<file path="src/design/psc_pkg.sv">
// Package for the pressure sensor compensation block.
// Holds the sequencer state type, register indexes and fixed compensation constants.
// No dependencies.
package psc_pkg;

  localparam int unsigned CfgIdxW = 3;

  localparam logic [CfgIdxW-1:0] REG_OSS    = 3'd0;
  localparam logic [CfgIdxW-1:0] REG_AC1AC2 = 3'd1;
  localparam logic [CfgIdxW-1:0] REG_AC3AC4 = 3'd2;
  localparam logic [CfgIdxW-1:0] REG_AC5AC6 = 3'd3;
  localparam logic [CfgIdxW-1:0] REG_B1B2   = 3'd4;
  localparam logic [CfgIdxW-1:0] REG_MCMD   = 3'd5;

  localparam logic ACT_TEMP  = 1'b0;
  localparam logic ACT_PRESS = 1'b1;

  localparam logic [31:0] C_B6_OFS   = 32'd4000;
  localparam logic [31:0] C_B4_OFS   = 32'd32768;
  localparam logic [31:0] C_B7_SCALE = 32'd50000;
  localparam logic [31:0] C_P_K1     = 32'd3038;
  localparam logic [31:0] C_P_K2     = 32'hFFFF_E343;  // -7357
  localparam logic [31:0] C_P_K3     = 32'd3791;

  typedef enum logic [4:0] {
    S_IDLE,
    S_T0, S_T1, S_TFIN,
    S_P0, S_P1, S_P2, S_P3, S_P4, S_P5, S_P6, S_P7,
    S_DIV,
    S_P8, S_P9, S_P10,
    S_DONE
  } state_t;

endpackage

</file>
<file path="src/design/pressure_sensor_compensation.sv">
// Top level of the pressure sensor compensation block.
// Depends on psc_pkg; one shared multiplier and one serial divider under a sequencer.
//
// Usage:
//  - Input channel (in_valid/in_stall): in_action 0 carries a raw temperature in
//    bits 15..0 of in_raw_reading, 1 carries a raw 24-bit pressure word.
//  - Output channel (out_valid/out_stall): one result per item, out_kind echoes
//    the action, out_value is 0.1 degC or Pa, out_divide_error flags a zero divisor.
//  - Configuration: cfg_we/cfg_index/cfg_wdata write oversampling and the
//    calibration pairs; write only while no item is in flight.
//  - Timing: the 32-step restoring divider sets most of the time from transfer to
//    result register, and a zero divisor skips it; the rest is one multiply step
//    per cycle on the shared multiplier. Next transfer at the earliest in the cycle
//    after the result load.
//  - Throughput: one item at a time; in_stall is high from transfer until the
//    result is loaded into the output register.
//  - A stalled result holds in the output register; the sequencer waits in its
//    last step until that register is free.
//  - Reset clears the configuration, the stored B5 term and the output valid.
module pressure_sensor_compensation
  import psc_pkg::*;
(
  input  logic                clk,
  input  logic                rst_n,
  input  logic                in_valid,
  output logic                in_stall,
  input  logic                in_action,
  input  logic [23:0]         in_raw_reading,
  output logic                out_valid,
  input  logic                out_stall,
  output logic                out_kind,
  output logic signed [31:0]  out_value,
  output logic                out_divide_error,
  input  logic                cfg_we,
  input  logic [CfgIdxW-1:0]  cfg_index,
  input  logic [31:0]         cfg_wdata
);

  state_t state_r, state_nxt;

  logic [1:0]  oss_r;
  logic [31:0] ac12_r, ac34_r, ac56_r, b12_r, mcmd_r;
  logic [31:0] tt_r, tt_nxt;

  logic        kind_r, kind_nxt;
  logic [23:0] raw_r, raw_nxt;
  logic [31:0] x1_r, x1_nxt;
  logic [31:0] sq_r, sq_nxt;
  logic [31:0] b6_r, b6_nxt;
  logic [31:0] b3_r, b3_nxt;
  logic [31:0] t_r, t_nxt;
  logic [31:0] b4_r, b4_nxt;
  logic [31:0] b7_r, b7_nxt;
  logic [31:0] p_r, p_nxt;
  logic [31:0] dvd_r, dvd_nxt;
  logic [31:0] dvs_r, dvs_nxt;
  logic [31:0] rem_r, rem_nxt;
  logic [4:0]  cnt_r, cnt_nxt;
  logic        neg_r, neg_nxt;
  logic [31:0] val_r, val_nxt;
  logic        err_r, err_nxt;

  logic        out_valid_r, out_valid_nxt;
  logic        out_kind_r, out_kind_nxt;
  logic [31:0] out_value_r, out_value_nxt;
  logic        out_err_r, out_err_nxt;

  logic [31:0] mul_a, mul_b, mul_p;
  logic [32:0] rem_sh, rem_sub;
  logic [31:0] p_q;

  // calibration fields
  logic [31:0] ac1, ac2, ac3, ac4, ac5, ac6, b1, b2, mc, md;
  assign ac1 = {{16{ac12_r[31]}}, ac12_r[31:16]};
  assign ac2 = {{16{ac12_r[15]}}, ac12_r[15:0]};
  assign ac3 = {{16{ac34_r[31]}}, ac34_r[31:16]};
  assign ac4 = {16'd0, ac34_r[15:0]};
  assign ac5 = {16'd0, ac56_r[31:16]};
  assign ac6 = {16'd0, ac56_r[15:0]};
  assign b1  = {{16{b12_r[31]}}, b12_r[31:16]};
  assign b2  = {{16{b12_r[15]}}, b12_r[15:0]};
  assign mc  = {{16{mcmd_r[31]}}, mcmd_r[31:16]};
  assign md  = {{16{mcmd_r[15]}}, mcmd_r[15:0]};

  assign mul_p   = mul_a * mul_b;
  assign rem_sh  = {rem_r, dvd_r[31]};
  assign rem_sub = rem_sh - {1'b0, dvs_r};

  // pressure before correction, straight from the divider quotient
  assign p_q = b7_r[31] ? (dvd_r << 1) : dvd_r;

  // configuration registers
  always_ff @(posedge clk) begin
    if (!rst_n) begin
      oss_r  <= '0;
      ac12_r <= '0;
      ac34_r <= '0;
      ac56_r <= '0;
      b12_r  <= '0;
      mcmd_r <= '0;
    end else if (cfg_we) begin
      unique case (cfg_index)
        REG_OSS:    oss_r  <= cfg_wdata[1:0];
        REG_AC1AC2: ac12_r <= cfg_wdata;
        REG_AC3AC4: ac34_r <= cfg_wdata;
        REG_AC5AC6: ac56_r <= cfg_wdata;
        REG_B1B2:   b12_r  <= cfg_wdata;
        REG_MCMD:   mcmd_r <= cfg_wdata;
        default: ;
      endcase
    end
  end

  always_ff @(posedge clk) begin
    if (!rst_n) begin
      state_r     <= S_IDLE;
      tt_r        <= '0;
      out_valid_r <= 1'b0;
    end else begin
      state_r     <= state_nxt;
      tt_r        <= tt_nxt;
      out_valid_r <= out_valid_nxt;
    end
  end

  always_ff @(posedge clk) begin
    kind_r      <= kind_nxt;
    raw_r       <= raw_nxt;
    x1_r        <= x1_nxt;
    sq_r        <= sq_nxt;
    b6_r        <= b6_nxt;
    b3_r        <= b3_nxt;
    t_r         <= t_nxt;
    b4_r        <= b4_nxt;
    b7_r        <= b7_nxt;
    p_r         <= p_nxt;
    dvd_r       <= dvd_nxt;
    dvs_r       <= dvs_nxt;
    rem_r       <= rem_nxt;
    cnt_r       <= cnt_nxt;
    neg_r       <= neg_nxt;
    val_r       <= val_nxt;
    err_r       <= err_nxt;
    out_kind_r  <= out_kind_nxt;
    out_value_r <= out_value_nxt;
    out_err_r   <= out_err_nxt;
  end

  // shared multiplier operand select
  always_comb begin
    mul_a = '0;
    mul_b = '0;
    unique case (state_r)
      S_T0:  begin mul_a = {16'd0, raw_r[15:0]} - ac6; mul_b = ac5; end
      S_P0:  begin mul_a = tt_r - C_B6_OFS; mul_b = tt_r - C_B6_OFS; end
      S_P1:  begin mul_a = b2; mul_b = sq_r; end
      S_P2:  begin mul_a = ac2; mul_b = b6_r; end
      S_P3:  begin mul_a = ac3; mul_b = b6_r; end
      S_P4:  begin mul_a = b1; mul_b = sq_r; end
      S_P5:  begin mul_a = ac4; mul_b = t_r + C_B4_OFS; end
      S_P6:  begin
        mul_a = (32'(raw_r) >> (4'd8 - {2'b00, oss_r})) - b3_r;
        mul_b = C_B7_SCALE >> oss_r;
      end
      S_P8:  begin
        mul_a = 32'($signed(p_q) >>> 8);
        mul_b = 32'($signed(p_q) >>> 8);
      end
      S_P9:  begin mul_a = x1_r; mul_b = C_P_K1; end
      S_P10: begin mul_a = C_P_K2; mul_b = p_r; end
      default: ;
    endcase
  end

  always_comb begin
    logic [31:0] den, num, tmp, q, b5;
    state_nxt     = state_r;
    tt_nxt        = tt_r;
    kind_nxt      = kind_r;
    raw_nxt       = raw_r;
    x1_nxt        = x1_r;
    sq_nxt        = sq_r;
    b6_nxt        = b6_r;
    b3_nxt        = b3_r;
    t_nxt         = t_r;
    b4_nxt        = b4_r;
    b7_nxt        = b7_r;
    p_nxt         = p_r;
    dvd_nxt       = dvd_r;
    dvs_nxt       = dvs_r;
    rem_nxt       = rem_r;
    cnt_nxt       = cnt_r;
    neg_nxt       = neg_r;
    val_nxt       = val_r;
    err_nxt       = err_r;
    out_valid_nxt = out_valid_r && out_stall;
    out_kind_nxt  = out_kind_r;
    out_value_nxt = out_value_r;
    out_err_nxt   = out_err_r;
    den = x1_r + md;
    num = mc << 11;
    tmp = '0;
    q   = '0;
    b5  = '0;

    unique case (state_r)
      S_IDLE: begin
        if (in_valid) begin
          kind_nxt  = in_action;
          raw_nxt   = in_raw_reading;
          err_nxt   = 1'b0;
          val_nxt   = '0;
          state_nxt = (in_action == ACT_PRESS) ? S_P0 : S_T0;
        end
      end
      S_T0: begin
        x1_nxt    = 32'($signed(mul_p) >>> 15);
        state_nxt = S_T1;
      end
      S_T1: begin
        if (den == '0) begin
          err_nxt   = 1'b1;
          state_nxt = S_DONE;
        end else begin
          neg_nxt   = num[31] ^ den[31];
          dvd_nxt   = num[31] ? -num : num;
          dvs_nxt   = den[31] ? -den : den;
          rem_nxt   = '0;
          cnt_nxt   = '1;
          state_nxt = S_DIV;
        end
      end
      S_DIV: begin
        if (!rem_sub[32]) begin
          rem_nxt = rem_sub[31:0];
          dvd_nxt = {dvd_r[30:0], 1'b1};
        end else begin
          rem_nxt = rem_sh[31:0];
          dvd_nxt = {dvd_r[30:0], 1'b0};
        end
        cnt_nxt = cnt_r - 5'd1;
        if (cnt_r == '0) begin
          state_nxt = (kind_r == ACT_PRESS) ? S_P8 : S_TFIN;
        end
      end
      S_TFIN: begin
        q         = neg_r ? -dvd_r : dvd_r;
        b5        = x1_r + q;
        tt_nxt    = b5;
        val_nxt   = 32'($signed(b5 + 32'd8) >>> 4);
        state_nxt = S_DONE;
      end
      S_P0: begin
        b6_nxt    = tt_r - C_B6_OFS;
        sq_nxt    = 32'($signed(mul_p) >>> 12);
        state_nxt = S_P1;
      end
      S_P1: begin
        t_nxt     = 32'($signed(mul_p) >>> 11);
        state_nxt = S_P2;
      end
      S_P2: begin
        tmp       = t_r + 32'($signed(mul_p) >>> 11);
        tmp       = ((ac1 << 2) + tmp) << oss_r;
        b3_nxt    = 32'($signed(tmp + 32'd2) >>> 2);
        state_nxt = S_P3;
      end
      S_P3: begin
        t_nxt     = 32'($signed(mul_p) >>> 13);
        state_nxt = S_P4;
      end
      S_P4: begin
        tmp       = t_r + 32'($signed(mul_p) >>> 16) + 32'd2;
        t_nxt     = 32'($signed(tmp) >>> 2);
        state_nxt = S_P5;
      end
      S_P5: begin
        b4_nxt    = mul_p >> 15;
        state_nxt = S_P6;
      end
      S_P6: begin
        b7_nxt    = mul_p;
        state_nxt = S_P7;
      end
      S_P7: begin
        if (b4_r == '0) begin
          err_nxt   = 1'b1;
          state_nxt = S_DONE;
        end else begin
          dvd_nxt   = b7_r[31] ? b7_r : (b7_r << 1);
          dvs_nxt   = b4_r;
          rem_nxt   = '0;
          cnt_nxt   = '1;
          state_nxt = S_DIV;
        end
      end
      S_P8: begin
        p_nxt     = p_q;
        state_nxt = S_P9;
      end
      S_P9: begin
        // x1 was squared in the step before; scale it now
        state_nxt = S_P10;
      end
      S_P10: begin
        tmp       = x1_r + 32'($signed(mul_p) >>> 16) + C_P_K3;
        val_nxt   = p_r + 32'($signed(tmp) >>> 4);
        state_nxt = S_DONE;
      end
      S_DONE: begin
        // hold until the output register is free
        if (!out_valid_r || !out_stall) begin
          out_valid_nxt = 1'b1;
          out_kind_nxt  = kind_r;
          out_value_nxt = val_r;
          out_err_nxt   = err_r;
          state_nxt     = S_IDLE;
        end
      end
      default: state_nxt = S_IDLE;
    endcase

    // P8 squares p, P9 scales the square; both land in x1
    if (state_r == S_P8) begin
      x1_nxt = mul_p;
    end
    if (state_r == S_P9) begin
      x1_nxt = 32'($signed(mul_p) >>> 16);
    end
  end

  assign in_stall         = (state_r != S_IDLE);
  assign out_valid        = out_valid_r;
  assign out_kind         = out_kind_r;
  assign out_value        = out_value_r;
  assign out_divide_error = out_err_r;

endmodule

</file>
<file path="config.mk">
export PLATFORM = sky130hd
export DESIGN_NAME = pressure_sensor_compensation
export DESIGN_NICKNAME = d
export VERILOG_FILES = /design/src/design/psc_pkg.sv /design/src/design/pressure_sensor_compensation.sv
export SDC_FILE = /design/constraint.sdc
export NUM_CORES = 2
export LEC_CHECK = 0
export BUFFER_PORTS_ARGS = -buffer_cell sky130_fd_sc_hd__buf_2
export CORE_ASPECT_RATIO = 1.2
export CORE_MARGIN = 4
export CORE_UTILIZATION = 25
export CTS_BUF_LIST = sky130_fd_sc_hd__clkbuf_4 sky130_fd_sc_hd__clkbuf_8
export DETAILED_ROUTE_END_ITERATION = 10
export GPL_ROUTABILITY_DRIVEN = 0
export HOLD_SLACK_MARGIN = 0.06
export PLACE_DENSITY = 0.42
export SLEW_MARGIN = 20
export SYNTH_ARGS = -nofsm -noshare
export SYNTH_HDL_FRONTEND = slang
export SYNTH_SLANG_ARGS = --single-unit
</file>
<file path="constraint.sdc">
create_clock -name clk -period 24.7 [get_ports clk]
set_input_delay 4.94 -clock clk [delete_from_list [all_inputs] [get_ports clk]]
set_output_delay 4.94 -clock clk [all_outputs]
set_load 0.03 [all_outputs]
</file>
# ---- Yosys cells after proc, flatten, opt, wreduce, memory -nomap -nowiden
# Cells that the tools add are included.
dict set report classes {
  addsub 21
  mul 1
  div_mod_pow 0
  magnitude_cmp 0
  n_eq_ne 28
  shifts 3
  mux 41
  bitwise_logic 2
  n_reduce_logical 33
}
# cell n
set op_table {}
lappend op_table {{$mux W32} 16}
lappend op_table {{$pmux W32 S3} 4}
lappend op_table {{$pmux W32 S11} 1}
lappend op_table {{$pmux W32 S9} 1}
lappend op_table {{$add A32 B32 Y32} 7}
lappend op_table {{$neg A32 Y32} 3}
lappend op_table {{$pmux W5 S16} 1}
lappend op_table {{$add A32 B2 Y32 const B} 2}
lappend op_table {{$logic_not A32 Y1} 2}
lappend op_table {{$pmux W32 S2} 1}
lappend op_table {{$eq A5 B4 Y1 const B} 8}
lappend op_table {{$mux W5} 7}
lappend op_table {{$sub A33 B32 Y33} 1}
lappend op_table {{$add A32 B12 Y32 const B} 1}
lappend op_table {{$add A32 B16 Y32 const B} 1}
lappend op_table {{$add A32 B4 Y32 const B} 1}
lappend op_table {{$mul A32 B32 Y32} 1}
lappend op_table {{$shl A32 B2 Y32} 1}
lappend op_table {{$shr A16 B2 Y32 const A} 1}
lappend op_table {{$shr A24 B4 Y32} 1}
lappend op_table {{$sub A32 B12 Y32 const B} 1}
lappend op_table {{$sub A32 B32 Y32} 1}
lappend op_table {{$eq A5 B3 Y1 const B} 4}
lappend op_table {{$reduce_and A2 Y1} 10}
lappend op_table {{28 further kinds} 52}
dict set report word_totals {
  ff_bits 621
  latch_bits 0
  ramBits 0
  romBits 0
  in_bits 65
  output_inout_bits 36
  elab_cells 159
  mem_count 0
}

# ---- Depth between registers and ports, before layout
dict set report depth {
  depth_word 9
  depth_mapped 78
  ltp_nobuf 71
}

# ---- Worst setup path before layout
# No wires, ideal clock.
dict set report synth_path {
  kind {flip-flop to flip-flop}
  startpoint {reg oss_r[0]}
  endpoint {reg val_r[29] (data pin)}
  setup_time_ns 0.269
  arrival_ns 17.692
  required_time_ns 24.431
  path_slack_ns 6.739
  stages_incl_launch_ff 77
  n_path_buf 7
  path_cell_list {dfxtp_1 -> clkbuf_1 -> inv_1 -> clkbuf_1 -> buf_1 -> clkbuf_1 -> ha_1 -> clkbuf_1 -> clkbuf_1 -> clkbuf_1 -> mux2i_1 -> nor2_1 -> a21oi_1 -> mux2_2 -> ha_1 -> fa_1 -> nor2b_1 -> o2111ai_1 -> [41 not listed] -> o21ai_0 -> o31ai_1 -> a21oi_1 -> o21a_1 -> o21a_1 -> o21a_1 -> nor2_1 -> xnor2_1 -> ha_1 -> or3_1 -> or3_1 -> o211ai_1 -> o2111ai_1 -> a21oi_1 -> o21bai_1 -> a21oi_1 -> xor2_1 -> o21ai_0}
}
dict set report synth_between {
  elab_chain_len 9
}
# element line_no
set synth_lines {}
lappend synth_lines {{start, declared} pressure_sensor_compensation.sv:41} ;# logic [1:0] oss_r;
lappend synth_lines {{start signal, assigned} pressure_sensor_compensation.sv:103} ;# REG_OSS: oss_r <= cfg_wdata[1:0];
lappend synth_lines {{$sub A4 B2 Y4} pressure_sensor_compensation.sv:162} ;# mul_a = (32'(raw_r) >> (4'd8 - {2'b00, oss_r})) - b3_r;
lappend synth_lines {{$shr A24 B4 Y32} pressure_sensor_compensation.sv:162}
lappend synth_lines {{$sub A32 B32 Y32} pressure_sensor_compensation.sv:162}
lappend synth_lines {{$pmux W32 S11} pressure_sensor_compensation.sv:153} ;# unique case (state_r)
lappend synth_lines {{$mul A32 B32 Y32 *} pressure_sensor_compensation.sv:85} ;# assign mul_p = mul_a * mul_b;
lappend synth_lines {{net mul_p[31]} pressure_sensor_compensation.sv:68} ;# logic [31:0] mul_a, mul_b, mul_p;
lappend synth_lines {{$add A32 B32 Y32 *} pressure_sensor_compensation.sv:306} ;# tmp = x1_r + 32'($signed(mul_p) >>> 16) + C_P_K3;
lappend synth_lines {{$add A32 B12 Y32 *} pressure_sensor_compensation.sv:306}
lappend synth_lines {{$add A32 B32 Y32 *} pressure_sensor_compensation.sv:307} ;# val_nxt = p_r + 32'($signed(tmp) >>> 4);
lappend synth_lines {{$pmux W32 S3 *} pressure_sensor_compensation.sv:206} ;# unique case (state_r)
lappend synth_lines {{net val_nxt[29]} pressure_sensor_compensation.sv:60} ;# logic [31:0] val_r, val_nxt;
lappend synth_lines {{end signal, assigned} pressure_sensor_compensation.sv:142} ;# val_r <= val_nxt;
lappend synth_lines {{end, declared} pressure_sensor_compensation.sv:60}
# The timed path passes the listed nets; every way through them passes the cells marked *.
# A chain may end at the register's enable or synchronous reset.

# ---- Final worst setup path
# Ends and elaborated chain as after synthesis.

==> run summary <==
The flow ran to the end, and the final reports show no timing, DRC or antenna violations. The floorplan step set the die width to 456.1 microns. The number of distinct library cell variants in the gate-level netlist after synthesis came out at 107. The worst register-to-register path begins at oss_r[0]$_SDFFE_PN0P_.

The logs give 0 for the final-report max-slew violation count and 21 for the number of antenna violations at the first check in global routing. For the minimum hold slack, the log shows 0.4135 ns. Fill cells in the final layout number 25576. The tools report the count of max-cap constraint violations as 0. The number of input and output port buffers inserted was 100. The first detailed-routing pass ran for 8 iterations. Synthesis inferred 619 register bits.

The most used cell along the critical path was sky130_fd_sc_hd__xnor2_1. In this run the most critical hold path is launched from val_r[2]$_DFFE_PP_. Measured against its own limit, the worst slew margin works out to 20.48%. The wire-length estimate of the detail-placed layout is 195700 microns. The highest cell delay on the worst timing path is 0.64 ns.

The worst setup path is launched from a register. Number of instances in the synthesized netlist: 6762. The number of gates resized after cts came out at 0. The number of cells on the worst reg-to-reg path is 69. Post-CTS timing repair inserted 0 buffers for setup. Entering global routing, the biggest net connects 83 pins. The ratio of cells with drive above 1 in the final layout was 9.273%. Once layout is complete, the cells apart from fillers number 10149. The most frequent cell after synthesis was sky130_fd_sc_hd__nand2_1. The remaining antenna violation count after routing is 0.

By count the netlist is led by 867 x sky130_fd_sc_hd__nand2_1, 811 x sky130_fd_sc_hd__inv_1, 572 x sky130_fd_sc_hd__nor2_1. For the final database, setup skew stands at 0.05166 ns. After clock tree synthesis, the clock-pin slew on the worst setup and hold paths is 0.06 ns. The most used flip-flop cell after synthesis is sky130_fd_sc_hd__edfxtp_1. Across every metal layer, demand over resource in global routing totals 19.93%.

The via count of the first global-routing pass was 51767; the number of placement rows was 197. For hold timing, the worst endpoint is out_value[2]$_DFFE_PP_. The startpoint-to-endpoint class of the critical path was register to register. Final count of hold timing violations: 0.

The worst hold path belongs to the class register to register. The clock passes through at most 3 buffers. The floorplan step defined a die boundary enclosing 0.2489 sq mm.

For this run the aggregate overflow at the end of global routing stands at 0. Of the available clock period, the critical path in the final layout requires 73.35%. The count of flip-flops with a built-in enable after synthesis is 419, and the highest attainable clock frequency is 0.05520 GHz. Setup repair after global routing left no endpoint under its margin. Summing every instance area after synthesis gives 0.06025 sq mm.

The post-layout minimum cycle time is 18.12 ns, and the first-pass GRT wire length is 367500 microns. The nature of the critical path endpoint is a register. In this run the critical register-to-register path is captured at val_r[29]$_DFFE_PP_. For the data required time of the critical path, the log shows 25.27 ns.

The final layout contains 7810 nets. For the pin with the worst max-slew slack, the measured transition is 1.192 ns. TritonCTS built the clock tree. The number of buffers inserted by hold repair at cts was 0.

Pin placement for this block handled 101 I/O pins. Setup violations remaining at the end of the flow were counted as 0. In this run the biggest area consumer among cell types represents 20.88% of the synthesized area. Including well taps, the total number of placed cells is 9902. The overall die height works out to 545.8 microns. Per-cell routed wire length: 25.14 microns. Sorting the synthesized cells by area gives the leading types as sky130_fd_sc_hd__edfxtp_1 21%, sky130_fd_sc_hd__fa_1 15%, sky130_fd_sc_hd__ha_1 9.3%.

The critical-path cell with the highest stage delay is sky130_fd_sc_hd__a2111oi_0. Root buffer selected by CTS: sky130_fd_sc_hd__clkbuf_8. Registers take 0.01659 sq mm. Summing over every cut layer, the via total after detailed routing is 51275.

For this run, the share of the core covered by cells in the final layout is 28.28%. STA puts the critical path data arrival time at 18.69 ns. Summed over all instances, the cell type with the most area after synthesis is sky130_fd_sc_hd__edfxtp_1. The clock network latency to the later pin of the worst-skew pair is 0.87 ns, and the number of levels in the clock H-tree is 4.

The total of warnings raised by yosys was 0. Along the worst path, the maximum fanout reaches 42. For this run, design rule violations remaining after detail routing come to 0. The mean post-synth cell area is 8.910 sq um, and the area used by multi-input combinational logic is 0.03980 sq mm. Worst-case register-to-register setup slack: 6.58 ns.

The region available for standard cell placement spans 0.2398 sq mm. After the first detailed-routing iteration, the DRC count stood at 4334. The number of buffers created by CTS was 132.

Counting instances, the worst hold path has a depth of 0. The layout overhead on the synthesized area came out at 12.56%. The total routed wirelength was 255200 microns; the routed via count divided by cell count was 5.052. Sequential elements use 27.53% of the synthesized area.

The logs give 619 for the number of sinks handled by clock tree synthesis and 25.12% for the initial core utilization. Fraction of synthesis flops using an asynchronous set or reset pin: 0%. Adding up every negative setup slack in the final design gives 0 ns.
-- area by class of cell --
type	count	area share, %
clock buffers	182	3.288
repair buffers	240	2.292
flip-flops and latches	619	24.47
inverters	816	4.519
well taps	3184	5.875
clock inverters	56	0.8303
diodes	9	0.03321
multi-input cells	5043	58.70
-- cells by family (layout without fill, tap and decap cells) --
family          Yosys count  count (layout)  synth area share [%]
mux                     156             156                 2.706
other cells               1              13              0.006224
compound gates         1416            1416                 16.15
xor+xnor                409             409                 6.112
fa+ha+maj               893             893                 24.08
flops                   619             619                 27.53
simple gates           2165            2165                 16.45
buf+inv                1103            1294                 6.959
-- sequential cells by signal, summed over array words and instances (netlist names), 5 cells and up --
signal     flops
ac34_r        32
b7_r          32
x1_r          32
rem_r         32
b6_r          32
val_r         32
mcmd_r        32
p_r           32
state_r        5
t_r           30
raw_r         24
ac56_r        32
b4_r          17
b3_r          30
b12_r         32
ac12_r        32
out_value     32
dvd_r         32
dvs_r         32
cnt_r          5
tt_r          32
sq_r          20
-- per-stage QoR --
stage | instance area, sq um | setup slack (ns)
final | 67810 | 6.583
after global routing | 67800 | 5.378
after CTS | 67780 | 6.556
after detailed placement | 64980 | 6.618
after global placement | 64980 | 6.577
after floorplan | 60260 | 6.739
-- how the worst max path moves through the flow --
stage                          startpoint  cells after the start  slack (ns)                   to
global placement    oss_r[0]$_SDFFE_PN0P_                     69        6.58  val_r[29]$_DFFE_PP_
finish              oss_r[0]$_SDFFE_PN0P_                     69        6.58  val_r[29]$_DFFE_PP_
floorplan           oss_r[0]$_SDFFE_PN0P_                     76        6.74  val_r[29]$_DFFE_PP_
detailed placement  oss_r[0]$_SDFFE_PN0P_                     69        6.62  val_r[29]$_DFFE_PP_
CTS                 oss_r[0]$_SDFFE_PN0P_                     69        6.56  val_r[29]$_DFFE_PP_
global route        oss_r[0]$_SDFFE_PN0P_                     69        5.38  val_r[29]$_DFFE_PP_
-- per-layer routing --
metal,vias up,share of wire [%],GRT usage [%],routed length [microns]
met5,-,0.029,0,75
met4,10,4.8,8.512,12270
met3,431,5.8,3.042,14770
met2,1726,46,32.89,118100
met1,25679,43,25.86,110000
li1,23429,-,-,-
-- layout by cell type, fill, tap and decap left out, types with 34 or more instances in the layout --
cell type and n:
sky130_fd_sc_hd__or2_2 57, sky130_fd_sc_hd__a21oi_1 268, sky130_fd_sc_hd__a21boi_0 202, sky130_fd_sc_hd__dfxtp_1 196, sky130_fd_sc_hd__nand2_1 865, sky130_fd_sc_hd__nand3_1 126
sky130_fd_sc_hd__a21o_1 90, sky130_fd_sc_hd__o21ai_0 244, sky130_fd_sc_hd__fa_1 444, sky130_fd_sc_hd__and2_1 34, sky130_fd_sc_hd__o221ai_1 36, sky130_fd_sc_hd__o21a_1 53
sky130_fd_sc_hd__buf_2 99, sky130_fd_sc_hd__mux2i_1 110, sky130_fd_sc_hd__mux2_2 45, sky130_fd_sc_hd__xnor2_1 275, sky130_fd_sc_hd__a31oi_1 37, sky130_fd_sc_hd__or3_1 41
sky130_fd_sc_hd__and3_1 53, sky130_fd_sc_hd__nand2b_1 74, sky130_fd_sc_hd__clkbuf_8 138, sky130_fd_sc_hd__edfxtp_1 419, sky130_fd_sc_hd__o21bai_1 39, sky130_fd_sc_hd__nor2b_1 48
sky130_fd_sc_hd__clkbuf_4 44, sky130_fd_sc_hd__nor2_1 566, sky130_fd_sc_hd__ha_1 449, sky130_fd_sc_hd__inv_1 810, sky130_fd_sc_hd__o211ai_1 41, sky130_fd_sc_hd__xor2_1 123
sky130_fd_sc_hd__nand4_1 35, sky130_fd_sc_hd__a22oi_1 53, sky130_fd_sc_hd__nor3_1 110, sky130_fd_sc_hd__buf_4 141
-- critical path: cells and delay by family (launching register included) --
family | cells | cell delay (ns)
XOR/XNOR | 15 | 2.66
buffers and inverters | 10 | 1.63
AO/OA/AOI/OAI | 19 | 4.24
AND/OR/NAND/NOR | 10 | 2.58
adder cells (fa/ha/maj) | 14 | 5.93
flip-flops | 1 | 0.31
multiplexers | 1 | 0.38
Power is left out: the tool's default activity adds up to more than one toggle a clock period on the data nets, which glitch-free logic cannot reach.
